`config.mk`:
```
export PLATFORM = sky130hd
export DESIGN_NAME = appliance_tick_timer_set_top_flat
export DESIGN_NICKNAME = d
export VERILOG_FILES = /design/src/sv/att_pkg.sv /design/src/sv/att_req_if.sv /design/src/sv/att_rsp_if.sv /design/src/sv/att_csr.sv /design/src/sv/att_tick.sv /design/src/sv/appliance_tick_timer_set_top.sv /design/src/flat_wrapper.sv
export SDC_FILE = /design/constraint.sdc
export NUM_CORES = 1
export LEC_CHECK = 0
export BUFFER_PORTS_ARGS = -buffer_cell sky130_fd_sc_hd__buf_2
export CORE_ASPECT_RATIO = 1.1
export CORE_MARGIN = 2
export CORE_UTILIZATION = 40
export DETAILED_ROUTE_END_ITERATION = 8
export GPL_TIMING_DRIVEN = 0
export SYNTH_ARGS = -nofsm -noshare
export SYNTH_HDL_FRONTEND = slang
export SYNTH_HIERARCHICAL = 1
export SYNTH_SLANG_ARGS = --single-unit
```
`constraint.sdc`:
```
create_clock -name clock -period 5.8 [get_ports clock]
set_input_delay 1.16 -clock clock [delete_from_list [all_inputs] [get_ports clock]]
set_output_delay 1.16 -clock clock [all_outputs]
set_load 0.005 [all_outputs]
```
`src/sv/att_pkg.sv`:
```
`timescale 1ns / 1ps
// att_pkg: shared types and constants for the appliance tick timer set
// used by every module of the block; depends on nothing

package att_pkg;

   localparam int PWM_TOP_DEF = 100;

   localparam int CSR_IDX_W = 8;
   localparam int CSR_DATA_W = 16;

   localparam logic [CSR_IDX_W-1:0] REG_MASS_TIMEOUT = 8'd0;
   localparam logic [CSR_IDX_W-1:0] REG_HEAT_TIMEOUT = 8'd1;
   localparam logic [CSR_IDX_W-1:0] REG_MOTOR_PHASE_LIMIT = 8'd2;
   localparam logic [CSR_IDX_W-1:0] REG_LOCK_HOLD_LIMIT = 8'd3;

   localparam logic [15:0] MASS_TIMEOUT_RST = 16'd1800;
   localparam logic [15:0] HEAT_TIMEOUT_RST = 16'd3600;
   localparam logic [15:0] MOTOR_PHASE_LIMIT_RST = 16'd1500;
   localparam logic [15:0] LOCK_HOLD_LIMIT_RST = 16'd1000;

   localparam logic [7:0] CODE_MASS_OFF = 8'h21;
   localparam logic [7:0] CODE_HEAT_OFF = 8'h20;
   localparam logic [7:0] CODE_NONE = 8'h00;

   typedef struct packed {
      logic [15:0] mass_timeout;
      logic [15:0] heat_timeout;
      logic [15:0] motor_phase_limit;
      logic [15:0] lock_hold_limit;
   } att_cfg_type;

   typedef struct packed {
      logic [7:0] light_level;
      logic       lock_key_seen;
      logic       set_up;
      logic       set_down;
      logic       arm_mass;
      logic       arm_heat;
   } att_req_type;

   typedef struct packed {
      logic       foot_light_on;
      logic       red_light_on;
      logic       locked;
      logic       up_active;
      logic       down_active;
      logic       motor_off_pulse;
      logic       tx_valid;
      logic [7:0] tx_code;
   } att_rsp_type;

endpackage

```
`src/sv/att_req_if.sv`:
```
`timescale 1ns / 1ps
// att_req_if: tick item channel, valid/ready handshake with payload
// no dependencies

interface att_req_if;
   logic       valid;
   logic       ready;
   logic [7:0] light_level;
   logic       lock_key_seen;
   logic       set_up;
   logic       set_down;
   logic       arm_mass;
   logic       arm_heat;

   modport source (output valid, light_level, lock_key_seen, set_up, set_down,
                   arm_mass, arm_heat, input ready);
   modport sink (input valid, light_level, lock_key_seen, set_up, set_down,
                 arm_mass, arm_heat, output ready);
endinterface

```
`src/sv/att_rsp_if.sv`:
```
`timescale 1ns / 1ps
// att_rsp_if: result item channel, valid/ready handshake with payload
// no dependencies

interface att_rsp_if;
   logic       valid;
   logic       ready;
   logic       foot_light_on;
   logic       red_light_on;
   logic       locked;
   logic       up_active;
   logic       down_active;
   logic       motor_off_pulse;
   logic       tx_valid;
   logic [7:0] tx_code;

   modport source (output valid, foot_light_on, red_light_on, locked, up_active,
                   down_active, motor_off_pulse, tx_valid, tx_code, input ready);
   modport sink (input valid, foot_light_on, red_light_on, locked, up_active,
                 down_active, motor_off_pulse, tx_valid, tx_code, output ready);
endinterface

```
`src/sv/att_csr.sv`:
```
`timescale 1ns / 1ps
// att_csr: configuration registers of the tick timer set
// depends on att_pkg

module att_csr
   import att_pkg::*;
(
   input  logic                  clock,
   input  logic                  reset,
   input  logic                  csr_we,
   input  logic [CSR_IDX_W-1:0]  csr_index,
   input  logic [CSR_DATA_W-1:0] csr_wdata,
   output att_cfg_type           cfg
);

   att_cfg_type cfg_ff, cfg_in;

   always_comb begin
      cfg_in = cfg_ff;
      if (csr_we) begin
         case (csr_index)
            REG_MASS_TIMEOUT:      cfg_in.mass_timeout = csr_wdata;
            REG_HEAT_TIMEOUT:      cfg_in.heat_timeout = csr_wdata;
            REG_MOTOR_PHASE_LIMIT: cfg_in.motor_phase_limit = csr_wdata;
            REG_LOCK_HOLD_LIMIT:   cfg_in.lock_hold_limit = csr_wdata;
            default:               cfg_in = cfg_ff;
         endcase
      end
   end

   always_ff @(posedge clock) begin
      if (reset) begin
         cfg_ff.mass_timeout <= MASS_TIMEOUT_RST;
         cfg_ff.heat_timeout <= HEAT_TIMEOUT_RST;
         cfg_ff.motor_phase_limit <= MOTOR_PHASE_LIMIT_RST;
         cfg_ff.lock_hold_limit <= LOCK_HOLD_LIMIT_RST;
      end else begin
         cfg_ff <= cfg_in;
      end
   end

   assign cfg = cfg_ff;

endmodule

```
`src/sv/att_tick.sv`:
```
`timescale 1ns / 1ps
// att_tick: timer state and the per-tick update, one item per enabled cycle
// depends on att_pkg

module att_tick
   import att_pkg::*;
#(
   parameter int PWM_TOP = PWM_TOP_DEF
) (
   input  logic        clock,
   input  logic        reset,
   input  logic        enable,
   input  att_cfg_type cfg,
   input  att_req_type req,
   output att_rsp_type rsp
);

   localparam int PHASE_W = $clog2(PWM_TOP + 1);

   logic [PHASE_W-1:0] phase_ff, phase_in;
   logic               lock_ff, lock_in;
   logic [15:0]        hold_ff, hold_in;
   logic               red_ff, red_in;
   logic               up_ff, up_in;
   logic               down_ff, down_in;
   logic [15:0]        up_cnt_ff, up_cnt_in;
   logic [15:0]        down_cnt_ff, down_cnt_in;
   logic               mass_arm_ff, mass_arm_in;
   logic [15:0]        mass_cnt_ff, mass_cnt_in;
   logic               heat_arm_ff, heat_arm_in;
   logic [15:0]        heat_cnt_ff, heat_cnt_in;

   logic        up_set, down_mid, up_mid, pulse, tx;
   logic [15:0] up_inc, down_inc;
   logic [7:0]  code;

   always_comb begin
      // pwm phase
      if (phase_ff == PHASE_W'(PWM_TOP)) begin
         phase_in = '0;
      end else begin
         phase_in = phase_ff + PHASE_W'(1);
      end

      // key lock
      lock_in = lock_ff;
      hold_in = hold_ff;
      red_in = red_ff;
      if (req.lock_key_seen) begin
         if (hold_ff < cfg.lock_hold_limit) begin
            hold_in = hold_ff + 16'd1;
         end else begin
            hold_in = '0;
            red_in = lock_ff;
            lock_in = !lock_ff;
         end
      end

      // motor phases
      pulse = 1'b0;
      up_set = up_ff | req.set_up;
      up_mid = up_set;
      down_mid = down_ff | req.set_down;
      up_inc = up_cnt_ff + 16'd1;
      down_inc = down_cnt_ff + 16'd1;
      up_cnt_in = up_cnt_ff;
      down_cnt_in = down_cnt_ff;
      if (up_set) begin
         up_cnt_in = up_inc;
         if (up_inc > cfg.motor_phase_limit) begin
            up_cnt_in = '0;
            up_mid = 1'b0;
            down_mid = 1'b1;
            pulse = 1'b1;
         end
      end
      up_in = up_mid;
      down_in = down_mid;
      if (down_mid) begin
         down_cnt_in = down_inc;
         if (down_inc > cfg.motor_phase_limit) begin
            down_cnt_in = '0;
            up_in = 1'b1;
            down_in = 1'b0;
            pulse = 1'b1;
         end
      end

      // auto-close timers, heat wins
      tx = 1'b0;
      code = CODE_NONE;
      mass_arm_in = mass_arm_ff | req.arm_mass;
      mass_cnt_in = mass_cnt_ff;
      if (mass_arm_in) begin
         mass_cnt_in = mass_cnt_ff + 16'd1;
         if (mass_cnt_ff > cfg.mass_timeout) begin
            mass_cnt_in = '0;
            mass_arm_in = 1'b0;
            tx = 1'b1;
            code = CODE_MASS_OFF;
         end
      end
      heat_arm_in = heat_arm_ff | req.arm_heat;
      heat_cnt_in = heat_cnt_ff;
      if (heat_arm_in) begin
         heat_cnt_in = heat_cnt_ff + 16'd1;
         if (heat_cnt_ff > cfg.heat_timeout) begin
            heat_cnt_in = '0;
            heat_arm_in = 1'b0;
            red_in = 1'b0;
            tx = 1'b1;
            code = CODE_HEAT_OFF;
         end
      end
   end

   always_comb begin
      rsp.foot_light_on = {{(8 - PHASE_W){1'b0}}, phase_in} < req.light_level;
      rsp.red_light_on = red_in;
      rsp.locked = lock_in;
      rsp.up_active = up_in;
      rsp.down_active = down_in;
      rsp.motor_off_pulse = pulse;
      rsp.tx_valid = tx;
      rsp.tx_code = code;
   end

   always_ff @(posedge clock) begin
      if (reset) begin
         phase_ff <= '0;
         lock_ff <= 1'b1;
         hold_ff <= '0;
         red_ff <= 1'b0;
         up_ff <= 1'b0;
         down_ff <= 1'b0;
         up_cnt_ff <= '0;
         down_cnt_ff <= '0;
         mass_arm_ff <= 1'b0;
         mass_cnt_ff <= '0;
         heat_arm_ff <= 1'b0;
         heat_cnt_ff <= '0;
      end else if (enable) begin
         phase_ff <= phase_in;
         lock_ff <= lock_in;
         hold_ff <= hold_in;
         red_ff <= red_in;
         up_ff <= up_in;
         down_ff <= down_in;
         up_cnt_ff <= up_cnt_in;
         down_cnt_ff <= down_cnt_in;
         mass_arm_ff <= mass_arm_in;
         mass_cnt_ff <= mass_cnt_in;
         heat_arm_ff <= heat_arm_in;
         heat_cnt_ff <= heat_cnt_in;
      end
   end

endmodule

```
`src/sv/appliance_tick_timer_set_top.sv`:
```
`timescale 1ns / 1ps
// appliance_tick_timer_set_top: item input register, tick update, result register
// depends on att_pkg, att_req_if, att_rsp_if, att_csr, att_tick

// Each accepted req item is one timer tick and yields exactly one rsp item. The
// block takes one item per clock cycle while rsp takes its items: an item is held
// in the input register, the tick update runs as one short pass of 16-bit counter
// adds and compares, and the result lands in the output register, which drives rsp
// valid. Back pressure on rsp stalls the input register only when both registers
// are full. Configuration writes through csr_ are taken at any time but should be
// made only while no item is in flight.

module appliance_tick_timer_set_top
   import att_pkg::*;
#(
   parameter int PWM_TOP = PWM_TOP_DEF
) (
   input  logic                  clock,
   input  logic                  reset,
   att_req_if.sink               req_if,
   att_rsp_if.source             rsp_if,
   input  logic                  csr_we,
   input  logic [CSR_IDX_W-1:0]  csr_index,
   input  logic [CSR_DATA_W-1:0] csr_wdata
);

   att_cfg_type cfg;
   att_req_type in_data_ff, in_data_in;
   att_rsp_type out_data_ff, step_rsp;
   logic        in_valid_ff, in_valid_in;
   logic        out_valid_ff, out_valid_in;
   logic        advance, req_take;

   att_csr u_csr (
      .clock     (clock),
      .reset     (reset),
      .csr_we    (csr_we),
      .csr_index (csr_index),
      .csr_wdata (csr_wdata),
      .cfg       (cfg)
   );

   att_tick #(
      .PWM_TOP (PWM_TOP)
   ) u_tick (
      .clock  (clock),
      .reset  (reset),
      .enable (advance),
      .cfg    (cfg),
      .req    (in_data_ff),
      .rsp    (step_rsp)
   );

   assign advance = in_valid_ff && (!out_valid_ff || rsp_if.ready);
   assign req_if.ready = !in_valid_ff || advance;
   assign req_take = req_if.valid && req_if.ready;

   always_comb begin
      in_data_in.light_level = req_if.light_level;
      in_data_in.lock_key_seen = req_if.lock_key_seen;
      in_data_in.set_up = req_if.set_up;
      in_data_in.set_down = req_if.set_down;
      in_data_in.arm_mass = req_if.arm_mass;
      in_data_in.arm_heat = req_if.arm_heat;
      in_valid_in = req_take || (in_valid_ff && !advance);
      out_valid_in = advance || (out_valid_ff && !rsp_if.ready);
   end

   always_ff @(posedge clock) begin
      if (reset) begin
         in_valid_ff <= 1'b0;
         out_valid_ff <= 1'b0;
      end else begin
         in_valid_ff <= in_valid_in;
         out_valid_ff <= out_valid_in;
      end
   end

   always_ff @(posedge clock) begin
      if (req_take) begin
         in_data_ff <= in_data_in;
      end
      if (advance) begin
         out_data_ff <= step_rsp;
      end
   end

   assign rsp_if.valid = out_valid_ff;
   assign rsp_if.foot_light_on = out_data_ff.foot_light_on;
   assign rsp_if.red_light_on = out_data_ff.red_light_on;
   assign rsp_if.locked = out_data_ff.locked;
   assign rsp_if.up_active = out_data_ff.up_active;
   assign rsp_if.down_active = out_data_ff.down_active;
   assign rsp_if.motor_off_pulse = out_data_ff.motor_off_pulse;
   assign rsp_if.tx_valid = out_data_ff.tx_valid;
   assign rsp_if.tx_code = out_data_ff.tx_code;

   // a swap leaves exactly one motor phase active
   a_pulse_one_phase: assert property (@(posedge clock) disable iff (reset)
      (rsp_if.valid && rsp_if.motor_off_pulse) |-> (rsp_if.up_active != rsp_if.down_active))
      else $error("motor swap left both or neither phase active");

   // close code matches tx valid
   a_tx_code: assert property (@(posedge clock) disable iff (reset)
      rsp_if.valid |-> (rsp_if.tx_valid ?
         (rsp_if.tx_code == CODE_MASS_OFF || rsp_if.tx_code == CODE_HEAT_OFF) :
         (rsp_if.tx_code == CODE_NONE)))
      else $error("tx code inconsistent with tx valid");

   // an item is never taken over one that is still waiting
   a_no_overrun: assert property (@(posedge clock) disable iff (reset)
      !(req_take && in_valid_ff && !advance))
      else $error("input register overrun");

   // a stalled result is not dropped
   a_out_hold: assert property (@(posedge clock) disable iff (reset)
      (out_valid_ff && !rsp_if.ready) |=> (out_valid_ff && $stable(out_data_ff)))
      else $error("result register changed while stalled");

endmodule

```
`src/flat_wrapper.sv`:
```
// flat-port wrapper written by rule: the top's interface ports become plain ports
module appliance_tick_timer_set_top_flat import att_pkg::*;
#(
   parameter int PWM_TOP = PWM_TOP_DEF
)
  (clock, reset, csr_we, csr_index, csr_wdata, req_if_valid, req_if_light_level, req_if_lock_key_seen, req_if_set_up, req_if_set_down, req_if_arm_mass, req_if_arm_heat, req_if_ready, rsp_if_valid, rsp_if_foot_light_on, rsp_if_red_light_on, rsp_if_locked, rsp_if_up_active, rsp_if_down_active, rsp_if_motor_off_pulse, rsp_if_tx_valid, rsp_if_tx_code, rsp_if_ready);
  att_req_if req_if_i ();
  att_rsp_if rsp_if_i ();
  input  logic clock;
  input  logic reset;
  input  logic csr_we;
  input  logic [CSR_IDX_W-1:0] csr_index;
  input  logic [CSR_DATA_W-1:0] csr_wdata;
  input wire logic [$bits(req_if_i.valid)-1:0] req_if_valid;
  input wire logic [$bits(req_if_i.light_level)-1:0] req_if_light_level;
  input wire logic [$bits(req_if_i.lock_key_seen)-1:0] req_if_lock_key_seen;
  input wire logic [$bits(req_if_i.set_up)-1:0] req_if_set_up;
  input wire logic [$bits(req_if_i.set_down)-1:0] req_if_set_down;
  input wire logic [$bits(req_if_i.arm_mass)-1:0] req_if_arm_mass;
  input wire logic [$bits(req_if_i.arm_heat)-1:0] req_if_arm_heat;
  output wire logic [$bits(req_if_i.ready)-1:0] req_if_ready;
  output wire logic [$bits(rsp_if_i.valid)-1:0] rsp_if_valid;
  output wire logic [$bits(rsp_if_i.foot_light_on)-1:0] rsp_if_foot_light_on;
  output wire logic [$bits(rsp_if_i.red_light_on)-1:0] rsp_if_red_light_on;
  output wire logic [$bits(rsp_if_i.locked)-1:0] rsp_if_locked;
  output wire logic [$bits(rsp_if_i.up_active)-1:0] rsp_if_up_active;
  output wire logic [$bits(rsp_if_i.down_active)-1:0] rsp_if_down_active;
  output wire logic [$bits(rsp_if_i.motor_off_pulse)-1:0] rsp_if_motor_off_pulse;
  output wire logic [$bits(rsp_if_i.tx_valid)-1:0] rsp_if_tx_valid;
  output wire logic [$bits(rsp_if_i.tx_code)-1:0] rsp_if_tx_code;
  input wire logic [$bits(rsp_if_i.ready)-1:0] rsp_if_ready;
  assign req_if_i.valid = req_if_valid;
  assign req_if_i.light_level = req_if_light_level;
  assign req_if_i.lock_key_seen = req_if_lock_key_seen;
  assign req_if_i.set_up = req_if_set_up;
  assign req_if_i.set_down = req_if_set_down;
  assign req_if_i.arm_mass = req_if_arm_mass;
  assign req_if_i.arm_heat = req_if_arm_heat;
  assign req_if_ready = req_if_i.ready;
  assign rsp_if_valid = rsp_if_i.valid;
  assign rsp_if_foot_light_on = rsp_if_i.foot_light_on;
  assign rsp_if_red_light_on = rsp_if_i.red_light_on;
  assign rsp_if_locked = rsp_if_i.locked;
  assign rsp_if_up_active = rsp_if_i.up_active;
  assign rsp_if_down_active = rsp_if_i.down_active;
  assign rsp_if_motor_off_pulse = rsp_if_i.motor_off_pulse;
  assign rsp_if_tx_valid = rsp_if_i.tx_valid;
  assign rsp_if_tx_code = rsp_if_i.tx_code;
  assign rsp_if_i.ready = rsp_if_ready;
  appliance_tick_timer_set_top #(.PWM_TOP(PWM_TOP)) u_core (.clock(clock), .reset(reset), .req_if(req_if_i), .rsp_if(rsp_if_i), .csr_we(csr_we), .csr_index(csr_index), .csr_wdata(csr_wdata));
endmodule
```
==> run summary, run 1 <==
total die area: 27800 um^2
io pins: 59
combined area of all synthesized cells: 10600 um^2
warnings from Yosys: 6
total CTS buffers: 17
Min Clock Period, post-route: 4.47 ns
antenna violations before repair: 0
measured slew at the worst slew-check pin: 0.951 ns
GPL Wtd Cong: 0.828
buffer levels on the longest clock path: 2
worst-case vdd ir drop: 0.195 mV
simple logic cell fraction of the synthesized area: 22.8%
Post-synth EDFFs: 28
portion of the clock cycle consumed by the worst path in the final layout: 77.0%
post-detailed-route count of antenna-violating nets: 0
fraction of synthesis flops using an asynchronous set or reset pin: 0%
endpoint required time on the critical path: 5.99 ns
post-synthesis compound-gate area fraction: 10.8%
pwr/cell area: 219 nW/um^2
setup total negative slack: 0 ns
mean routed wirelength per cell: 15.9 um
static leakage power: 4.91 nW
post-CTS setup repair buffer count: 0
standard cell core area: 26100 um^2
final core utilization: 45.6%
drt drc: 0
data arrival time of the critical path: 4.66 ns
Hold Violations, Final: 0
via count of the first global-routing pass: 8092
area taken by multi-input logic gates: 5900 um^2
clk_lat worst skew: 0.44 ns
cell chain of the critical path: ha_1, and3_1, and3_1, clkbuf_1, nand3_1, nor2b_1, xor2_1, ha_1, nand4_2, o21bai_1, a211oi_1, nand3b_1, nand2_1, clkbuf_1, o22ai_1, buf_4
parity-gate share of the synthesized area counting xor and xnor cells: 4.22%
max-slew headroom at the worst pin: 36.6%
global-route wire length before repair: 42.2 mm
Congestion Overflow GR: 0
Chip Width: 159 um
Via-to-Cell Ratio: 5.16
clk sink count: 187
Slew Limit Fails: 0
effective utilization at floorplan: 40.6%
Setup Viol. Count Final: 0
fraction of final layout cells sized beyond drive strength 1: 10.1%
biggest fanout along the worst timing path: 10
Hold Buf Count CTS: 0
proportion of synthesized chip area in sequential cells: 38.0%
PostCTS Resize Cnt: 0
number of violations reported at the end of detailed-routing iteration 0: 426
final HPWL from detailed placement: 19.5 mm
post-synthesis cell count: 1188
Area growth syn-to-layout: 12.4%
skew final: 0.00803 ns
setup repair after global routing missed its margin: false
CTS H-tree depth: 4
via total after detailed routing: 8438
total of flip-flops plus latches after synthesis: 187
area used by sequential logic in the layout: 4020 um^2
combinational family with the most area after synthesis: simple AND/OR/NAND/NOR gates
number of buffers added on ports: 58
Total Power: 2.61 mW
maximum capacitance violations: 0
CP Buf/Inv Count: 3
Worst Setup Path Type: reg2reg
num rows: 62
commonest cells after routing, fill and taps aside: dfxtp_1, nand2_1, ha_1, nor2_1, inv_1
Worst Setup Start Kind: flip-flop
Slowest-stage cell, CP: clkbuf_1
type of element capturing the critical path: flip-flop
first drt pass iteration count: 4
buffer type at the clock tree root: clkbuf_16
pin count of the biggest net entering global routing: 17
category of cells accounting for the largest share of critical-path delay: simple AND/OR/NAND/NOR gates
clock tree from TritonCTS: built
most common cell after layout, fill and taps aside: dfxtp_1
mean instance size in the synthesized netlist: 8.90 um^2
clock-pin slew of the registers on the worst-case setup and hold paths: 0.07 ns
height of the die: 175 um
Total Nets Final: 1404
total global-route track usage: 19.1%
worst min-delay path category: reg2reg
Synth Area in Adders: 10.9%
delay contributed by the slowest stage of the critical path: 0.50 ns
Fillers: 2532
result of the run: finished clean
post-detailed-routing wire length: 26.0 mm
Max Clk Rate: 0.224 GHz
fraction of synthesized area in multiplexers: 6.83%
Yosys cell types: 62
predominant post-synthesis flop cell: dfxtp_1
state kept, by name, indices dropped and copies added (netlist names), 7 cells and up:
name,count
u_core/u_tick/up_cnt_ff,16
u_core/rsp_if.tx_code,8
u_core/u_tick/mass_cnt_ff,16
u_core/u_tick/down_cnt_ff,16
u_core/u_tick/phase_ff,7
u_core/u_csr/cfg,64
u_core/u_tick/hold_ff,16
u_core/in_data_ff,13
u_core/u_tick/heat_cnt_ff,16
stage by stage:
stage | setup WS (ns) | cells | cell area (um^2) | hold WS (ns)
2_1_floorplan | 2.19 | 1193 | 10600 | 0.432
3_3_place_gp | 1.43 | 1603 | 11300 | 0.439
3_5_place_dp | 1.39 | 1603 | 11300 | 0.452
4_1_cts | 1.38 | 1635 | 11900 | 0.460
5_1_grt | 0.992 | 1635 | 11900 | 0.491
6_report | 1.33 | 1636 | 11900 | 0.455
metal layers:
| metal | share of wire (%) | track usage (%) |
|---|---|---|
| met1 | 47 | 25.0 |
| met2 | 48 | 32.4 |
| met3 | 2.6 | 2.77 |
| met4 | 2.4 | 6.55 |
| met5 | 0 | 0 |
worst paths after layout:
path | to | slack (ns) | startpoint | cells past startpoint
worst max-delay path | u_core/rsp_if.motor_off_pulse | 1.33 | u_core/u_tick/up_cnt_ff[0] | 16
worst min-delay path | u_core/u_tick/down_cnt_ff[14] | 0.46 | u_core/u_tick/down_cnt_ff[14] | 2
worst max register to register | u_core/rsp_if.motor_off_pulse | 1.33 | u_core/u_tick/up_cnt_ff[0] | 16
worst min register to register | u_core/u_tick/down_cnt_ff[14] | 0.46 | u_core/u_tick/down_cnt_ff[14] | 2
synth_stat cells, types with 24 or more instances:
| cell | number | area, um^2 |
|---|---|---|
| clkbuf_1 | 37 | 139 |
| ha_1 | 92 | 1150 |
| edfxtp_1 | 28 | 841 |
| mux2i_1 | 71 | 711 |
| nor2_1 | 90 | 338 |
| xor2_1 | 27 | 236 |
| nand2b_1 | 68 | 425 |
| inv_1 | 85 | 319 |
| nand4_1 | 24 | 150 |
| o21ai_0 | 32 | 160 |
| nand2_1 | 97 | 364 |
| nand3_1 | 77 | 385 |
| dfxtp_1 | 159 | 3180 |
| a21oi_1 | 72 | 360 |
| xnor2_1 | 24 | 210 |
logic make-up after synthesis:
| logic type | Yosys count |
|---|---|
| xor gates and xnor gates | 51 |
| AOI/OAI and AO/OA | 182 |
| muxes | 72 |
| DFF | 187 |
| buffers and inverters | 146 |
| and+or+nand+nor | 457 |
| adders and majority gates | 92 |
| other | 1 |
tightest hold or removal path, delay by kind of cell (launching register included):
family             cells  cell delay (ns)
and+or+nand+nor        1             0.05
DFF                    1             0.31
AOI/OAI and AO/OA      1             0.05
power by group:
group	leakage [nW]	switching [mW]	internal [mW]
Clock	0.272	0.520	0.589
Combinational	3.09	0.0979	0.0547
Sequential	1.55	0.0123	1.33
Total	4.91	0.630	1.98
layout make-up:
class / count / share of cell area [%]
multi-input combinational: 860 / 49.6
sequential: 187 / 33.9
clock buffer: 20 / 3.94
tap: 352 / 3.71
buffer: 61 / 3.00
inverter: 85 / 2.68
timing repair buffer: 58 / 2.44
clock inverter: 12 / 0.737
antenna: 1 / 0.0211
Power figures use the tool's default switching activity.
==> inputs of run 2 (changes only) <==
==> constraint.sdc (replaced) <==
create_clock -name clock -period 4.3 [get_ports clock]
set_input_delay 0.86 -clock clock [delete_from_list [all_inputs] [get_ports clock]]
set_output_delay 0.86 -clock clock [all_outputs]
set_load 0.005 [all_outputs]
==> run 2 against run 1 <==
Net effect:
- sequential share of layout area is 0.086 points lower
- largest power group unchanged
- worst setup slack got worse by 1.0 ns
- non-clock buffer count did not move
- flip-flop and latch count stayed put
- largest cell class unchanged
- critical path type unchanged
- wire length shrank 0.12%
- register-to-register slack got worse by 1.0 ns
- hold slack about the same
- first-iteration DRC count fell by 0.70%
- utilization grew 0.12 points
- count of clock-buffer cells in the layout unchanged
==> run summary, run 2 (synthesis gave the netlist of run 1 again) <==
commonest cells after routing, fill and taps aside: dfxtp_1, nand2_1, ha_1, nor2_1, inv_1
cell area reported after detailed placement: 11300 um^2
cell chain of the critical path: ha_1, and3_1, and3_1, nand3_2, nor2b_1, xor2_1, ha_1, nand4_2, nor4_2, a21boi_2, and4b_1, or2_1, buf_6, or4_1, a31oi_1
number of buffers added on ports: 58
delay contributed by the slowest stage of the critical path: 0.40 ns
Fillers: 2527
via count of the first global-routing pass: 8092
Setup Viol. Count Final: 0
portion of the clock cycle consumed by the worst path in the final layout: 93.4%
final HPWL from detailed placement: 19.5 mm
Chip Width: 159 um
post-detailed-routing wire length: 26.0 mm
Design Area, Final: 11900 um^2
Hold Buf Count CTS: 0
type of element capturing the critical path: flip-flop
Worst Setup Start Kind: flip-flop
area used by sequential logic in the layout: 4020 um^2
via total after detailed routing: 8438
static leakage power: 4.93 nW
Area growth syn-to-layout: 12.6%
Congestion Overflow GR: 0
antenna violations before repair: 0
clk_lat worst skew: 0.43 ns
GPL Wtd Cong: 0.828
Via-to-Cell Ratio: 5.16
clk sink count: 187
pin count of the biggest net entering global routing: 17
total CTS buffers: 17
Min Clock Period, post-route: 4.02 ns
num rows: 62
first drt pass iteration count: 5
worst-case vdd ir drop: 0.263 mV
total global-route track usage: 19.1%
number of violations reported at the end of detailed-routing iteration 0: 423
endpoint required time on the critical path: 4.66 ns
total die area: 27800 um^2
Slew Limit Fails: 0
effective utilization at floorplan: 40.6%
result of the run: finished clean
biggest fanout along the worst timing path: 9
setup repair after global routing missed its margin: false
max-slew headroom at the worst pin: 38.0%
post-detailed-route count of antenna-violating nets: 0
Max Clk Rate: 0.249 GHz
fraction of final layout cells sized beyond drive strength 1: 10.8%
maximum capacitance violations: 0
mean routed wirelength per cell: 15.9 um
Slowest-stage cell, CP: dfxtp_1
buffer type at the clock tree root: clkbuf_16
clock tree from TritonCTS: built
height of the die: 175 um
Worst Setup Path Type: reg2reg
standard cell core area: 26100 um^2
CTS H-tree depth: 4
Total Nets Final: 1404
global-route wire length before repair: 42.2 mm
CP Buf/Inv Count: 1
most common cell after layout, fill and taps aside: dfxtp_1
flip-flop count of the largest register after layout: 64
area taken by multi-input logic gates: 5920 um^2
buffer levels on the longest clock path: 2
clock-pin slew of the registers on the worst-case setup and hold paths: 0.07 ns
drt drc: 0
worst-case hold slack: 0.455 ns
measured slew at the worst slew-check pin: 0.929 ns
Hold Violations, Final: 0
final core utilization: 45.7%
io pins: 59
data arrival time of the critical path: 4.37 ns
pwr/cell area: 295 nW/um^2
category of cells accounting for the largest share of critical-path delay: simple AND/OR/NAND/NOR gates
worst min-delay path category: reg2reg
skew final: 0.00756 ns
## run 2: changes by cell type in the layout (fill, tap and decap cells not counted), sizes merged
cell    change
clkbuf      -1
buf         +1
## run 2: layout make-up
| type | instances | area share [%] |
|---|---|---|
| antenna | 1 | 0.0210 |
| buffer | 60 | 3.00 |
| clock buffer | 20 | 3.93 |
| clock inverter | 12 | 0.735 |
| inverter | 85 | 2.68 |
| multi-input combinational | 860 | 49.7 |
| sequential | 187 | 33.8 |
| tap | 352 | 3.70 |
| timing repair buffer | 59 | 2.50 |
## run 2: worst min-delay path: stages, from the launching register on
cell     delay [ns]
dfxtp_1        0.31
nand2_1        0.05
a21oi_1        0.05
## run 2: power by group
part	total, mW	leakage [nW]	switching (mW)	internal (mW)
clock network	1.49	0.272	0.700	0.795
registers	1.81	1.55	0.0165	1.80
logic	0.206	3.11	0.132	0.0741
## run 2: what timing repair did
item,4_1_cts,5_1_grt
setup endpoints to repair,1,29
cloned,0,0
endpoints found under the hold margin,0,0
setup buffers,0,1
pin swaps,0,1
gates resized for setup,1,11
## run 2: routing by layer
metal	part of all wire (%)	wire (um)	GRT usage [%]	vias to the layer above
li1	-	-	-	4328
met1	47	12300	25.0	3981
met2	48	12400	32.4	100
met3	2.5	643	2.77	29
met4	2.4	622	6.55	0
met5	0	0	0	-
## run 2: final timing paths
kind,startpoint,endpoint,slack [ns],cells after the start
worst max-delay path,u_core/u_tick/up_cnt_ff[0],u_core/u_tick/down_cnt_ff[6],0.28,15
worst min-delay path,u_core/u_tick/down_cnt_ff[14],u_core/u_tick/down_cnt_ff[14],0.46,2
worst max register to register,u_core/u_tick/up_cnt_ff[0],u_core/u_tick/down_cnt_ff[6],0.28,15
worst min register to register,u_core/u_tick/down_cnt_ff[14],u_core/u_tick/down_cnt_ff[14],0.46,2
## run 2: per-stage QoR
step | power (mW) | TNS, ns | cells | setup slack, ns
2_1_floorplan | 1.97 | 0 | 1193 | 0.686
4_1_cts | 3.56 | 0 | 1635 | 0.0554
6_report | 3.51 | 0 | 1636 | 0.284
5_1_grt | 3.65 | 0 | 1635 | 0.0326
3_3_place_gp | 2.06 | -0.0743 | 1603 | -0.0743
3_5_place_dp | 2.06 | -0.109 | 1603 | -0.109
==> inputs of run 3 (changes only) <==
--- a/config.mk
+++ b/config.mk
@@ -11,6 +11,7 @@
 export CORE_UTILIZATION = 40
 export DETAILED_ROUTE_END_ITERATION = 8
 export GPL_TIMING_DRIVEN = 0
+export RECOVER_POWER = 50
 export SYNTH_ARGS = -nofsm -noshare
 export SYNTH_HDL_FRONTEND = slang
 export SYNTH_HIERARCHICAL = 1
==> run 3 against run 2 <==
Net effect:
- global-route usage is the same
- sequential share of layout area grew 0.096 points
- count of clock-buffer cells in the layout is the same
- via count shrank 0.28%
- combinational power is essentially flat
==> run summary, run 3 (synthesis gave the netlist of run 1 again) <==
result of the run: finished clean
worst min-delay path category: reg2reg
launch point of the critical path: u_core/u_tick/up_cnt_ff[0]
global-route wire length before repair: 42.2 mm
reg-to-reg startpoint: u_core/u_tick/up_cnt_ff[0]
effective utilization at floorplan: 40.6%
Max Clk Rate: 0.248 GHz
buffer levels on the longest clock path: 2
pin count of the biggest net entering global routing: 17
final HPWL from detailed placement: 19.5 mm
Hold Violations, Final: 0
final cell count without fillers: 1635
most common cell after layout, fill and taps aside: dfxtp_1
portion of the clock cycle consumed by the worst path in the final layout: 93.8%
CP Buf/Inv Count: 1
first drt pass iteration count: 4
skew final: 0.00863 ns
endpoint required time on the critical path: 4.66 ns
Total Nets Final: 1404
max-slew headroom at the worst pin: 26.8%
Hold Buf Count CTS: 0
via count of the first global-routing pass: 8092
measured slew at the worst slew-check pin: 1.10 ns
Congestion Overflow GR: 0
num rows: 62
delay contributed by the slowest stage of the critical path: 0.41 ns
biggest fanout along the worst timing path: 9
number of buffers added on ports: 58
final core utilization: 45.6%
CTS H-tree depth: 4
Via-to-Cell Ratio: 5.15
drt drc: 0
height of the die: 175 um
Min Clock Period, post-route: 4.03 ns
clk_lat worst skew: 0.44 ns
maximum capacitance violations: 0
Chip Width: 159 um
pwr/cell area: 296 nW/um^2
cell chain of the critical path: ha_1, and3_1, and3_1, nand3_2, nor2b_1, xor2_1, ha_1, nand4_2, nor4_2, a21boi_2, and4b_1, or2_1, buf_6, or4_1, a31oi_1
diodes inserted: 0
via total after detailed routing: 8414
worst-case hold slack: 0.455 ns
antenna violations before repair: 0
number of violations reported at the end of detailed-routing iteration 0: 405
Setup Viol. Count Final: 0
post-detailed-route count of antenna-violating nets: 0
io pins: 59
cell area reported after detailed placement: 11300 um^2
setup repair after global routing missed its margin: false
clk sink count: 187
Slew Limit Fails: 0
category of cells accounting for the largest share of critical-path delay: simple AND/OR/NAND/NOR gates
Worst Setup Start Kind: flip-flop
Design Area, Final: 11900 um^2
GPL Wtd Cong: 0.828
Area growth syn-to-layout: 12.3%
static leakage power: 4.87 nW
type of element capturing the critical path: flip-flop
clock-pin slew of the registers on the worst-case setup and hold paths: 0.07 ns
mean routed wirelength per cell: 15.9 um
fraction of final layout cells sized beyond drive strength 1: 9.82%
data arrival time of the critical path: 4.39 ns
hold path start: u_core/u_tick/down_cnt_ff[14]
placed cells: 1603
clock tree from TritonCTS: built
buffer type at the clock tree root: clkbuf_16
total die area: 27800 um^2
post-detailed-routing wire length: 26.0 mm
standard cell core area: 26100 um^2
flip-flop count of the largest register after layout: 64
setup total negative slack: 0 ns
worst-case vdd ir drop: 0.265 mV
commonest cells after routing, fill and taps aside: dfxtp_1, nand2_1, ha_1, nor2_1, inv_1
Slowest-stage cell, CP: dfxtp_1
Worst Setup Path Type: reg2reg
total CTS buffers: 17
total global-route track usage: 19.1%
[run 3: path summary, 6_finish.rpt]
kind | to | slack [ns] | cells past startpoint
max | u_core/u_tick/down_cnt_ff[6] | 0.27 | 15
min | u_core/u_tick/down_cnt_ff[14] | 0.46 | 2
max reg2reg | u_core/u_tick/down_cnt_ff[6] | 0.27 | 15
min reg2reg | u_core/u_tick/down_cnt_ff[14] | 0.46 | 2
[run 3: cell type report]
type	instances	area (um^2)
Sequential cell	187	4020
Fill cell	2535	14200
Clock buffer	20	468
Buffer	60	358
Inverter	85	319
Timing Repair Buffer	59	287
Tap cell	352	440
Multi-Input combinational cell	860	5900
Clock inverter	12	87.6
[run 3: power by group]
| group | total (mW) | switching [mW] | leakage [nW] | internal [mW] |
|---|---|---|---|---|
| logic | 0.204 | 0.132 | 3.05 | 0.0719 |
| registers | 1.81 | 0.0161 | 1.55 | 1.80 |
| clock network | 1.50 | 0.704 | 0.272 | 0.795 |
| total | 3.52 | 0.852 | 4.87 | 2.66 |
[run 3: layer usage]
metal	track usage [%]	vias to the layer above	part of all wire, %
li1	-	4323	-
met1	25.0	3965	48
met2	32.4	97	48
met3	2.77	29	2.4
met4	6.55	0	2.4
met5	0	-	0
[run 3: repair_timing]
action | CTS | global route
pin swaps | 0 | 1
setup endpoints to repair | 1 | 29
gates resized for setup | 1 | 11
buffers inserted | 0 | 1
[run 3: worst reg2reg max path: stages (launching register included)]
cell and delay [ns]:
dfxtp_1 0.41, ha_1 0.26, and3_1 0.25, and3_1 0.31, nand3_2 0.17, nor2b_1 0.16
xor2_1 0.24, ha_1 0.19, nand4_2 0.17, nor4_2 0.37, a21boi_2 0.23, and4b_1 0.25
or2_1 0.25, buf_6 0.14, or4_1 0.40, a31oi_1 0.16
[run 3: per-stage QoR]
stage          setup WS (ns)  power [mW]
6_report               0.268        3.52
5_1_grt               0.0298        3.64
4_1_cts               0.0554        3.56
3_5_place_dp          -0.109        2.06
3_3_place_gp         -0.0743        2.06
2_1_floorplan          0.686        1.97
